<file path="src/design/bti_pkg.sv">
`timescale 1ns / 1ps
`default_nettype none

package bti_pkg;

    // Fixed field widths of the breakpoint table.
    localparam int FREQ_W     = 24;
    localparam int ATTEN_W    = 16;
    localparam int ENTRY_W    = FREQ_W + ATTEN_W;
    localparam int PROD_W     = FREQ_W + ATTEN_W;
    localparam int COUNT_W    = 6;
    localparam int INDEX_W    = 5;

    // Register file of the configuration port.
    localparam int CFG_ADDR_W = 3;
    localparam int CFG_DATA_W = 32;
    localparam logic REG_POINT_COUNT = 1'b0;

    // The quotient of an interpolation step never exceeds the attenuation span.
    localparam int DIV_STEPS  = ATTEN_W;
    localparam int DIV_CNT_W  = $clog2(DIV_STEPS + 1);

    localparam logic OP_WRITE = 1'b0;
    localparam logic OP_QUERY = 1'b1;

    typedef enum logic [1:0] {
        REG_INTERP = 2'd0,
        REG_EXACT  = 2'd1,
        REG_BELOW  = 2'd2,
        REG_ABOVE  = 2'd3
    } region_t;

    typedef enum logic [2:0] {
        ST_IDLE,
        ST_LAST,
        ST_SCAN,
        ST_PREP,
        ST_MUL,
        ST_START,
        ST_DIV,
        ST_DONE
    } state_t;

    typedef struct packed {
        logic                 start;
        logic [PROD_W-1:0]    dividend;
        logic [FREQ_W-1:0]    divisor;
    } div_req_t;

    typedef struct packed {
        logic                 done;
        logic [ATTEN_W-1:0]   quotient;
    } div_rsp_t;

endpackage

`default_nettype wire

</file>
<file path="src/design/bti_ram.sv">
`timescale 1ns / 1ps
`default_nettype none

module bti_ram #(
    parameter int WIDTH = 40,
    parameter int DEPTH = 32
) (
    input  wire logic                     clk,
    input  wire logic                     we,
    input  wire logic [$clog2(DEPTH)-1:0] waddr,
    input  wire logic [WIDTH-1:0]         wdata,
    input  wire logic [$clog2(DEPTH)-1:0] raddr,
    output logic      [WIDTH-1:0]         rdata
);

    logic [WIDTH-1:0] mem [DEPTH];

    always_ff @(posedge clk)
    begin
        if (we)
        begin
            mem[waddr] <= wdata;
        end
        rdata <= mem[raddr];
    end

endmodule

`default_nettype wire

</file>
<file path="src/design/bti_div.sv">
`timescale 1ns / 1ps
`default_nettype none

module bti_div (
    input  wire logic              clk,
    input  wire logic              rst_n,
    input  wire bti_pkg::div_req_t req,
    output bti_pkg::div_rsp_t      rsp
);

    import bti_pkg::*;

    // Restoring division, one quotient bit per cycle. The caller guarantees
    // that the quotient fits in DIV_STEPS bits, so the upper dividend bits
    // already form a partial remainder below the divisor.
    logic                  busy_reg, busy_next;
    logic                  done_reg, done_next;
    logic [DIV_CNT_W-1:0]  cnt_reg, cnt_next;
    logic [FREQ_W-1:0]     rem_reg, rem_next;
    logic [DIV_STEPS-1:0]  low_reg, low_next;
    logic [FREQ_W-1:0]     den_reg, den_next;
    logic [FREQ_W:0]       trial;
    logic [FREQ_W:0]       diff;

    always_comb
    begin
        busy_next = busy_reg;
        done_next = 1'b0;
        cnt_next  = cnt_reg;
        rem_next  = rem_reg;
        low_next  = low_reg;
        den_next  = den_reg;
        trial     = {rem_reg, low_reg[DIV_STEPS-1]};
        diff      = trial - {1'b0, den_reg};

        if (req.start)
        begin
            busy_next = 1'b1;
            cnt_next  = DIV_CNT_W'(DIV_STEPS);
            rem_next  = req.dividend[PROD_W-1:DIV_STEPS];
            low_next  = req.dividend[DIV_STEPS-1:0];
            den_next  = req.divisor;
        end
        else if (busy_reg)
        begin
            if (!diff[FREQ_W])
            begin
                rem_next = diff[FREQ_W-1:0];
                low_next = {low_reg[DIV_STEPS-2:0], 1'b1};
            end
            else
            begin
                rem_next = trial[FREQ_W-1:0];
                low_next = {low_reg[DIV_STEPS-2:0], 1'b0};
            end
            cnt_next = cnt_reg - DIV_CNT_W'(1);
            if (cnt_reg == DIV_CNT_W'(1))
            begin
                busy_next = 1'b0;
                done_next = 1'b1;
            end
        end
    end

    always_ff @(posedge clk or negedge rst_n)
    begin
        if (!rst_n)
        begin
            busy_reg <= 1'b0;
            done_reg <= 1'b0;
            cnt_reg  <= '0;
        end
        else
        begin
            busy_reg <= busy_next;
            done_reg <= done_next;
            cnt_reg  <= cnt_next;
        end
    end

    always_ff @(posedge clk)
    begin
        rem_reg <= rem_next;
        low_reg <= low_next;
        den_reg <= den_next;
    end

    assign rsp.done     = done_reg;
    assign rsp.quotient = low_reg;

endmodule

`default_nettype wire

</file>
<file path="src/design/breakpoint_table_interpolator.sv">
`timescale 1ns / 1ps
`default_nettype none

// Channel   Direction  Handshake           Beat contents
// in        receive    in_valid/in_stall   operation, point_index, point_freq,
//                                          point_atten, query_freq
// out       send       out_valid/out_stall atten_out, region
// apb       slave      psel/penable/pready point_count at byte address 0
//
// Between one accepted beat and the next: a write goes straight to ST_DONE, which moves its zero
// result into the output register. A query reads the last breakpoint in ST_LAST and stops when
// clamped above; else ST_SCAN makes one memory read per breakpoint up to index k, ending at a
// clamp below or an exact hit or interpolating with a multiply and a 16-step divider.
// Reset clears the control state and sets point_count to 1; the table is undefined until
// written. The input stalls while an item is in flight and while its result waits for the
// output register to empty.

module breakpoint_table_interpolator #(
    parameter int MAX_POINTS = 32
) (
    input  wire logic                                 clk,
    input  wire logic                                 rst_n,

    input  wire logic                                 psel,
    input  wire logic                                 penable,
    input  wire logic                                 pwrite,
    input  wire logic [bti_pkg::CFG_ADDR_W-1:0]       paddr,
    input  wire logic [bti_pkg::CFG_DATA_W-1:0]       pwdata,
    output logic      [bti_pkg::CFG_DATA_W-1:0]       prdata,
    output logic                                      pready,

    input  wire logic                                 in_valid,
    output logic                                      in_stall,
    input  wire logic                                 operation,
    input  wire logic [bti_pkg::INDEX_W-1:0]          point_index,
    input  wire logic signed [bti_pkg::FREQ_W-1:0]    point_freq,
    input  wire logic [bti_pkg::ATTEN_W-1:0]          point_atten,
    input  wire logic signed [bti_pkg::FREQ_W-1:0]    query_freq,

    output logic                                      out_valid,
    input  wire logic                                 out_stall,
    output logic      [bti_pkg::ATTEN_W-1:0]          atten_out,
    output logic      [1:0]                           region
);

    import bti_pkg::*;

    localparam int IDX_W = $clog2(MAX_POINTS);
    // Wide enough for both the count register and MAX_POINTS itself.
    localparam int CW    = ($clog2(MAX_POINTS + 1) > COUNT_W) ?
                           $clog2(MAX_POINTS + 1) : COUNT_W;

    // Configuration register.
    logic [COUNT_W-1:0] point_count_reg;
    logic               cfg_write;

    assign pready    = 1'b1;
    assign cfg_write = psel && penable && pwrite && (paddr[CFG_ADDR_W-1:2] == REG_POINT_COUNT);

    always_comb
    begin
        prdata = '0;
        if (paddr[CFG_ADDR_W-1:2] == REG_POINT_COUNT)
        begin
            prdata = CFG_DATA_W'(point_count_reg);
        end
    end

    always_ff @(posedge clk or negedge rst_n)
    begin
        if (!rst_n)
        begin
            point_count_reg <= COUNT_W'(1);
        end
        else if (cfg_write)
        begin
            point_count_reg <= pwdata[COUNT_W-1:0];
        end
    end

    // Effective count: zero counts as one, and the count saturates at the
    // table depth.
    logic [CW-1:0]    count_w;
    logic [CW-1:0]    count_eff;
    logic [CW-1:0]    count_m1;
    logic [IDX_W-1:0] last_idx;

    always_comb
    begin
        count_w = CW'(point_count_reg);
        if (count_w == '0)
        begin
            count_eff = CW'(1);
        end
        else if (count_w > CW'(MAX_POINTS))
        begin
            count_eff = CW'(MAX_POINTS);
        end
        else
        begin
            count_eff = count_w;
        end
        count_m1 = count_eff - CW'(1);
        last_idx = count_m1[IDX_W-1:0];
    end

    // Table memory: frequency in the upper bits, attenuation in the lower.
    logic               ram_we;
    logic [IDX_W-1:0]   ram_waddr;
    logic [ENTRY_W-1:0] ram_wdata;
    logic [IDX_W-1:0]   ram_raddr;
    logic [ENTRY_W-1:0] ram_rdata;
    logic [CW-1:0]      widx;

    assign widx      = CW'(point_index);
    assign ram_waddr = widx[IDX_W-1:0];
    assign ram_wdata = {point_freq, point_atten};

    bti_ram #(
        .WIDTH (ENTRY_W),
        .DEPTH (MAX_POINTS)
    ) u_table (
        .clk   (clk),
        .we    (ram_we),
        .waddr (ram_waddr),
        .wdata (ram_wdata),
        .raddr (ram_raddr),
        .rdata (ram_rdata)
    );

    logic signed [FREQ_W-1:0] rd_freq;
    logic        [ATTEN_W-1:0] rd_atten;

    assign rd_freq  = $signed(ram_rdata[ENTRY_W-1:ATTEN_W]);
    assign rd_atten = ram_rdata[ATTEN_W-1:0];

    // Divider for the interpolation step.
    div_req_t div_req;
    div_rsp_t div_rsp;

    bti_div u_div (
        .clk   (clk),
        .rst_n (rst_n),
        .req   (div_req),
        .rsp   (div_rsp)
    );

    // Sequencer state.
    state_t                   state_reg, state_next;
    logic [IDX_W-1:0]         idx_reg, idx_next;
    logic signed [FREQ_W-1:0] q_reg, q_next;
    logic signed [FREQ_W-1:0] f0_reg, f0_next;
    logic signed [FREQ_W-1:0] f1_reg, f1_next;
    logic [ATTEN_W-1:0]       a0_reg, a0_next;
    logic [ATTEN_W-1:0]       a1_reg, a1_next;
    logic [FREQ_W-1:0]        num_reg, num_next;
    logic [FREQ_W-1:0]        den_reg, den_next;
    logic [ATTEN_W-1:0]       mag_reg, mag_next;
    logic                     neg_reg, neg_next;
    logic [PROD_W-1:0]        prod_reg, prod_next;
    logic [ATTEN_W-1:0]       res_atten_reg, res_atten_next;
    region_t                  res_region_reg, res_region_next;
    logic                     out_valid_reg, out_valid_next;
    logic [ATTEN_W-1:0]       out_atten_reg, out_atten_next;
    region_t                  out_region_reg, out_region_next;

    logic                     in_accept;
    logic                     out_free;
    logic signed [FREQ_W:0]   num_w;
    logic signed [FREQ_W:0]   den_w;
    logic signed [ATTEN_W:0]  da_w;
    logic [ATTEN_W:0]         da_mag;
    logic [ATTEN_W:0]         sum_w;

    assign in_stall  = (state_reg != ST_IDLE);
    assign in_accept = in_valid && !in_stall;
    assign out_free  = !out_valid_reg || !out_stall;

    always_comb
    begin
        state_next      = state_reg;
        idx_next        = idx_reg;
        q_next          = q_reg;
        f0_next         = f0_reg;
        f1_next         = f1_reg;
        a0_next         = a0_reg;
        a1_next         = a1_reg;
        num_next        = num_reg;
        den_next        = den_reg;
        mag_next        = mag_reg;
        neg_next        = neg_reg;
        prod_next       = prod_reg;
        res_atten_next  = res_atten_reg;
        res_region_next = res_region_reg;
        out_valid_next  = out_valid_reg && out_stall;
        out_atten_next  = out_atten_reg;
        out_region_next = out_region_reg;
        ram_we          = 1'b0;
        ram_raddr       = idx_reg;
        div_req.start    = 1'b0;
        div_req.dividend = prod_reg;
        div_req.divisor  = den_reg;

        num_w  = {q_reg[FREQ_W-1], q_reg} - {f0_reg[FREQ_W-1], f0_reg};
        den_w  = {f1_reg[FREQ_W-1], f1_reg} - {f0_reg[FREQ_W-1], f0_reg};
        da_w   = $signed({1'b0, a1_reg}) - $signed({1'b0, a0_reg});
        da_mag = da_w[ATTEN_W] ? -da_w : da_w;
        sum_w  = neg_reg ? ({1'b0, a0_reg} - {1'b0, div_rsp.quotient})
                         : ({1'b0, a0_reg} + {1'b0, div_rsp.quotient});

        case (state_reg)
            ST_IDLE:
            begin
                ram_raddr = last_idx;
                if (in_accept)
                begin
                    q_next          = query_freq;
                    res_atten_next  = '0;
                    res_region_next = REG_INTERP;
                    if (operation == OP_WRITE)
                    begin
                        // Writes beyond the table depth are dropped.
                        ram_we     = (widx < CW'(MAX_POINTS));
                        state_next = ST_DONE;
                    end
                    else
                    begin
                        state_next = ST_LAST;
                    end
                end
            end

            ST_LAST:
            begin
                ram_raddr = '0;
                idx_next  = '0;
                if (q_reg > rd_freq)
                begin
                    res_atten_next  = rd_atten;
                    res_region_next = REG_ABOVE;
                    state_next      = ST_DONE;
                end
                else
                begin
                    state_next = ST_SCAN;
                end
            end

            ST_SCAN:
            begin
                ram_raddr = idx_reg + IDX_W'(1);
                if ((idx_reg == '0) && (q_reg < rd_freq))
                begin
                    res_atten_next  = rd_atten;
                    res_region_next = REG_BELOW;
                    state_next      = ST_DONE;
                end
                else if (rd_freq == q_reg)
                begin
                    res_atten_next  = rd_atten;
                    res_region_next = REG_EXACT;
                    state_next      = ST_DONE;
                end
                else if (rd_freq > q_reg)
                begin
                    f1_next    = rd_freq;
                    a1_next    = rd_atten;
                    state_next = ST_PREP;
                end
                else
                begin
                    f0_next  = rd_freq;
                    a0_next  = rd_atten;
                    idx_next = idx_reg + IDX_W'(1);
                end
            end

            ST_PREP:
            begin
                // Both differences are positive here; the sign of the
                // attenuation slope is kept apart so the quotient truncates
                // toward zero.
                num_next   = num_w[FREQ_W-1:0];
                den_next   = den_w[FREQ_W-1:0];
                neg_next   = da_w[ATTEN_W];
                mag_next   = da_mag[ATTEN_W-1:0];
                state_next = ST_MUL;
            end

            ST_MUL:
            begin
                prod_next  = {{ATTEN_W{1'b0}}, num_reg} * {{FREQ_W{1'b0}}, mag_reg};
                state_next = ST_START;
            end

            ST_START:
            begin
                div_req.start = 1'b1;
                state_next    = ST_DIV;
            end

            ST_DIV:
            begin
                if (div_rsp.done)
                begin
                    res_atten_next  = sum_w[ATTEN_W-1:0];
                    res_region_next = REG_INTERP;
                    state_next      = ST_DONE;
                end
            end

            ST_DONE:
            begin
                if (out_free)
                begin
                    out_valid_next  = 1'b1;
                    out_atten_next  = res_atten_reg;
                    out_region_next = res_region_reg;
                    state_next      = ST_IDLE;
                end
            end

            default:
            begin
                state_next = ST_IDLE;
            end
        endcase
    end

    always_ff @(posedge clk or negedge rst_n)
    begin
        if (!rst_n)
        begin
            state_reg     <= ST_IDLE;
            out_valid_reg <= 1'b0;
        end
        else
        begin
            state_reg     <= state_next;
            out_valid_reg <= out_valid_next;
        end
    end

    always_ff @(posedge clk)
    begin
        idx_reg        <= idx_next;
        q_reg          <= q_next;
        f0_reg         <= f0_next;
        f1_reg         <= f1_next;
        a0_reg         <= a0_next;
        a1_reg         <= a1_next;
        num_reg        <= num_next;
        den_reg        <= den_next;
        mag_reg        <= mag_next;
        neg_reg        <= neg_next;
        prod_reg       <= prod_next;
        res_atten_reg  <= res_atten_next;
        res_region_reg <= res_region_next;
        out_atten_reg  <= out_atten_next;
        out_region_reg <= out_region_next;
    end

    assign out_valid = out_valid_reg;
    assign atten_out = out_atten_reg;
    assign region    = out_region_reg;

endmodule

`default_nettype wire

</file>
<file path="config.mk">
export PLATFORM = sky130hd
export DESIGN_NAME = breakpoint_table_interpolator
export DESIGN_NICKNAME = d
export VERILOG_FILES = /design/src/design/bti_pkg.sv /design/src/design/bti_ram.sv /design/src/design/bti_div.sv /design/src/design/breakpoint_table_interpolator.sv
export SDC_FILE = /design/constraint.sdc
export NUM_CORES = 2
export LEC_CHECK = 0
export BUFFER_PORTS_ARGS = -buffer_cell sky130_fd_sc_hd__buf_2
export CAP_MARGIN = 5
export CORE_MARGIN = 2
export CORE_UTILIZATION = 45
export CTS_BUF_LIST = sky130_fd_sc_hd__clkbuf_2 sky130_fd_sc_hd__clkbuf_4 sky130_fd_sc_hd__clkbuf_8
export CTS_CLUSTER_DIAMETER = 120
export DETAILED_ROUTE_END_ITERATION = 6
export GPL_ROUTABILITY_DRIVEN = 1
export PLACE_DENSITY_LB_ADDON = 0.25
export SETUP_SLACK_MARGIN = 0.05
export SYNTH_ARGS = -nofsm -noshare
export SYNTH_HDL_FRONTEND = slang
export SYNTH_HIERARCHICAL = 1
export SYNTH_SLANG_ARGS = --single-unit
</file>
<file path="constraint.sdc">
create_clock -name clk -period 6.8 [get_ports clk]
set_input_delay 1.02 -clock clk [delete_from_list [all_inputs] [get_ports clk]]
set_output_delay 1.02 -clock clk [all_outputs]
set_load 0.02 [all_outputs]
</file>
; ---- Word level (Yosys, flattened, before mapping)
; Memory sizes are Yosys's and may differ from the RTL's. A register that Yosys moved wholly into a read port is not among the register bits.
; Cells that the tools add are included.
[word_totals]
out_inout_bits = 53
memories = 1
word_cells = 140
ramBits = 1280
inputBits = 112
register_bits = 331
[mem_list]
columns = name, depth, word_bits, rd, rd_clocked_by_memory_dff, wr, line_no
row1 = u_table.mem, 32, 40, 1, 1, 1, bti_ram.sv:16  ; logic [WIDTH-1:0] mem [DEPTH];
[classes]
magnitude_cmp = 5
n_eq_ne = 18
n_mul = 1
add_sub_neg = 10
bitwise = 4
muxes = 53
reduce_logical = 24
[op_table]
columns = operator, n
row1 = $mux 16, 9
row2 = $mux 24, 3
row3 = $pmux 16 s4, 1
row4 = $gt 24x24->1, 2
row5 = $sub 24x24->24, 2
row6 = $mul 24x16->40, 1
row7 = $mux 5, 7
row8 = $sub 25x24->25, 1
row9 = $eq 24x24->1, 1
row10 = $lt 24x24->1, 1
row11 = $mux 3, 8
row12 = $pmux 3 s8, 1
row13 = $sub 16x16->17, 1
row14 = $add 16x16->16, 1
row15 = $neg 16->16, 1
row16 = $reduce_and 4->1, 4
row17 = $sub 16x16->16, 1
row18 = $mux 1, 15
row19 = $pmux 5 s3, 1
row20 = $eq 3x3->1 const B, 4
row21 = $ne 2x2->1 const B, 6
row22 = $mux 2, 5
row23 = $pmux 5 s2, 1
row24 = $sub 5x1->5 const B, 2
row25 = 23 further kinds, 36

; ---- Longest topological paths before layout
[depth]
depth_word = 7
depth_mapped = 24
depth_no_buf = 23

; ---- Hierarchy
; Netlist, hierarchy kept.
[by_module_without_submodules]
columns = module, seq_area_each_um2, n_inst, area_each_um2, cells_each
row1 = bti_ram, 39237.6, 1, 50564.7, 2813
row2 = breakpoint_table_interpolator, 7758.7, 1, 25991.2, 2556
row3 = bti_div, 2097.0, 1, 4302.9, 403

; ---- Worst setup path before layout
; Ideal clock, no wire load.
[synth_path]
path_type = reg-to-reg
start = register num_reg[5]
end = register prod_reg[39] (data pin)
n_path_buf = 1
required_time_ps = 6540
path_slack_ps = 456
arrival_ps = 6085
stages_incl_launch_ff = 23
period_less_slack_ps = 6344
setup_ps = 260
path_cell_list = edfxtp_1 > clkbuf_1 > and2_1 > fa_1 > inv_1 > fa_1 > fa_1 > fa_1 > inv_1 > fa_1 > inv_1 > fa_1 > inv_1 > ha_1 > and3_1 > a221o_1 > a21o_1 > a31oi_2 > a31o_2 > o311ai_1 > a31o_2 > a21oi_1 > xnor2_1
[synth_between]
elab_chain_len = 1
[synth_lines]
columns = item, line_no
row1 = from (decl), breakpoint_table_interpolator.sv:156  ; logic [FREQ_W-1:0] num_reg, num_next;
row2 = from (signal assigned), breakpoint_table_interpolator.sv:352  ; num_reg <= num_next;
row3 = $mul 24x16->40, breakpoint_table_interpolator.sv:292  ; prod_next = {{ATTEN_W{1'b0}}, num_reg} * {{FREQ_W{1'b0}}, mag_reg};
row4 = to (signal assigned), breakpoint_table_interpolator.sv:356  ; prod_reg <= prod_next;
row5 = to (decl), breakpoint_table_interpolator.sv:160  ; logic [PROD_W-1:0] prod_reg, prod_next;
; No other way between the ends.
; A chain may end at the register's enable or synchronous reset.

; ---- Worst setup path in the final report
[layout_path]
start = register num_reg[6]
end = register prod_reg[39] (data pin)
; The elaborated chain is that of the path after synthesis.

==> reports/metrics.csv <==
metric;value;unit
cp_slowest_stage_delay;550;ps
path_buf_inv;5;
clk_latency;1000;ps
wire_per_inst;22.7;um
die_area;0.183;sq mm
netlist_instances;5772;
clock_path_buffers;4;
r2r_cells;22;
cts_tree;yes;
reg2reg_slack;250;ps
hold_viol;0;
setup_viol;0;
timing.rr.start;num_reg[6];
grt_pass1_wl;294;mm
ctsHtreeMaxLevel;5;
synth_common_cells;edfxtp_1, mux2i_1, inv_1;
syn_area;0.0809;sq mm
pwr_density_cell;222;mW/mm^2
synth_top_area_cell;edfxtp_1;
required;7550;ps
skew;49.9;ps
min-delay-start;query_freq[10];
critical_path_class;register to register;
synth.most_common_cell;edfxtp_1;
min_path_type;input port to register;
cpMostUsedCell;fa_1;
drt_iter0_markers;3177;
ant_nets;0;
setup_ws;254;ps
crit_path_max_fanout;5;
vias;47200;
routed_wl;196;mm
cts_made_buffers;283;
grt_pass1_vias;47500;
status;finished clean;
p_leak;37.4;nW
gr-total-overflow;0;
worstMarginPinSlew;1220;ps
drt_pass1_iterations;5;
setup.worst_path.end_class;register;
avgSynthCellArea;14.0;sq um
crit_family;adder cells;
grt_max_degree;93;
routabilityCongestion;0.881;
place_ws;152;ps
fmax;153;MHz
peakVddDrop;0.000229;V
finalCriticalPeriod;6550;ps
area_growth;11.7;%
path_cells;and2_4, fa_1, inv_1, fa_1, fa_1, inv_1, fa_1, fa_1, inv_1, fa_1, inv_1, ha_1, and3_1, a221o_1, a21o_1, a31oi_2, buf_4, a31o_4, o311ai_2, a31o_2, a21oi_1, xnor2_1;
yosysSeqAreaShare;0.607;
largest_reg_flops;1280;
post-route-period-util;0.963;
finalMaxSlewViolations;0;
die_x;428;um
fin_util;0.506;
clkSinkCount;1651;
hold_end;q_reg[10];
synth_edf_count;1594;
num_rows;155;
holdPathStages;1;
synth_top_area_share;0.592;
r2r-end;prod_reg[39];
yosysWarnings;6;
async_reset_ff_frac;0.0103;
max_slew_margin;0.186;
layout-drive-gt1-share;0.131;
rsz0062_at_grt;yes;
synth_ff_type;edfxtp_1;
die_h;428;um
vias_per_cell;5.47;
dp_hpwl;121;mm
cts-root-buf;clkbuf_8;
ys_top_cells_by_area;edfxtp_1, mux2i_1, fa_1;
start_util;0.453;
drv_cap;0;
slowest_stage;fa_1;
startpoint_type;register;
clk_pin_slew;70;ps
total_power;20.0;mW
ys_types;92;
antenna_found_initial;17;
core;0.178;sq mm
ys_ff_latch;1651;
finalSetupTns;0;ps
portBuffers;109;
grtUsageTotal;0.211;
io_pins;165;
worstPathArrival;7300;ps
drc;0;
layout.nets;6759;
-- through the flow --
step	instances	hold WS (ps)	area, sq um
2_1_floorplan	5797	400	81000
3_3_place_gp	8150	401	84800
3_5_place_dp	8150	405	84800
4_1_cts	8614	145	90100
5_1_grt	8627	164	90300
6_report	8629	237	90300
-- metal layers --
metal,GRT usage,wire length (um),share of wire
met3,0.0377,10200,0.052
met2,0.365,98700,0.50
met1,0.271,81500,0.42
met4,0.0659,5390,0.027
met5,0,68,0.00035
-- where the power goes --
part / total, mW / internal (mW) / switching (mW)
Clock: 8.67 / 4.86 / 3.81
Sequential: 11.1 / 11.1 / 0.0103
Combinational: 0.197 / 0.0390 / 0.158
-- layout by cell type (no fill, tap or decap), drive strengths merged, types with 82 or more instances in the layout --
cell type / count
o21ai: 115
nand2: 454
ha: 244
a22o: 82
and2: 172
edfxtp: 1594
clkbuf: 394
nor2: 150
a22oi: 121
inv: 492
a21oi: 245
fa: 311
mux2i: 658
buf: 279
nand3: 155
xnor2: 112
-- cell families (layout without fill, tap and decap cells) --
kind of cell,count (synthesis),in the layout,synth area share
compound gates,821,821,0.0678
xor+xnor,148,148,0.0160
fa+ha+maj,555,555,0.115
buf+inv,764,1237,0.0419
flops,1651,1651,0.607
mux,681,681,0.0847
other cells,2,31,0.0000929
simple gates,1150,1150,0.0677
-- repair_timing --
action	4_1_cts	5_1_grt
buffers inserted	0	11
hold buffers	1	0
resized for setup	0	11
hold endpoints to repair	16	0
endpoints found under the setup margin	0	11
-- area by class of cell --
class                      instances  area, sq um
inverter                         492         1850
fill                           15100        88100
antenna                            4         10.0
clock inverter                    71          493
timing repair buffer             282         2190
sequential                      1651        49100
multi-input combinational       3382        28800
tap                             2355         2950
clock buffer                     392         4880
-- worst max-delay path by stage --
| stage | start | endpoint | depth (start not counted) |
|---|---|---|---|
| 6_report | num_reg[6] | prod_reg[39] | 22 |
| 5_1_grt | num_reg[5] | prod_reg[33] | 23 |
| 4_1_cts | num_reg[6] | prod_reg[39] | 22 |
| 3_5_place_dp | num_reg[6] | prod_reg[39] | 22 |
| 3_3_place_gp | num_reg[6] | prod_reg[39] | 22 |
| 2_1_floorplan | num_reg[5] | prod_reg[39] | 22 |
Note: power is estimated with default switching activity, not from simulation.
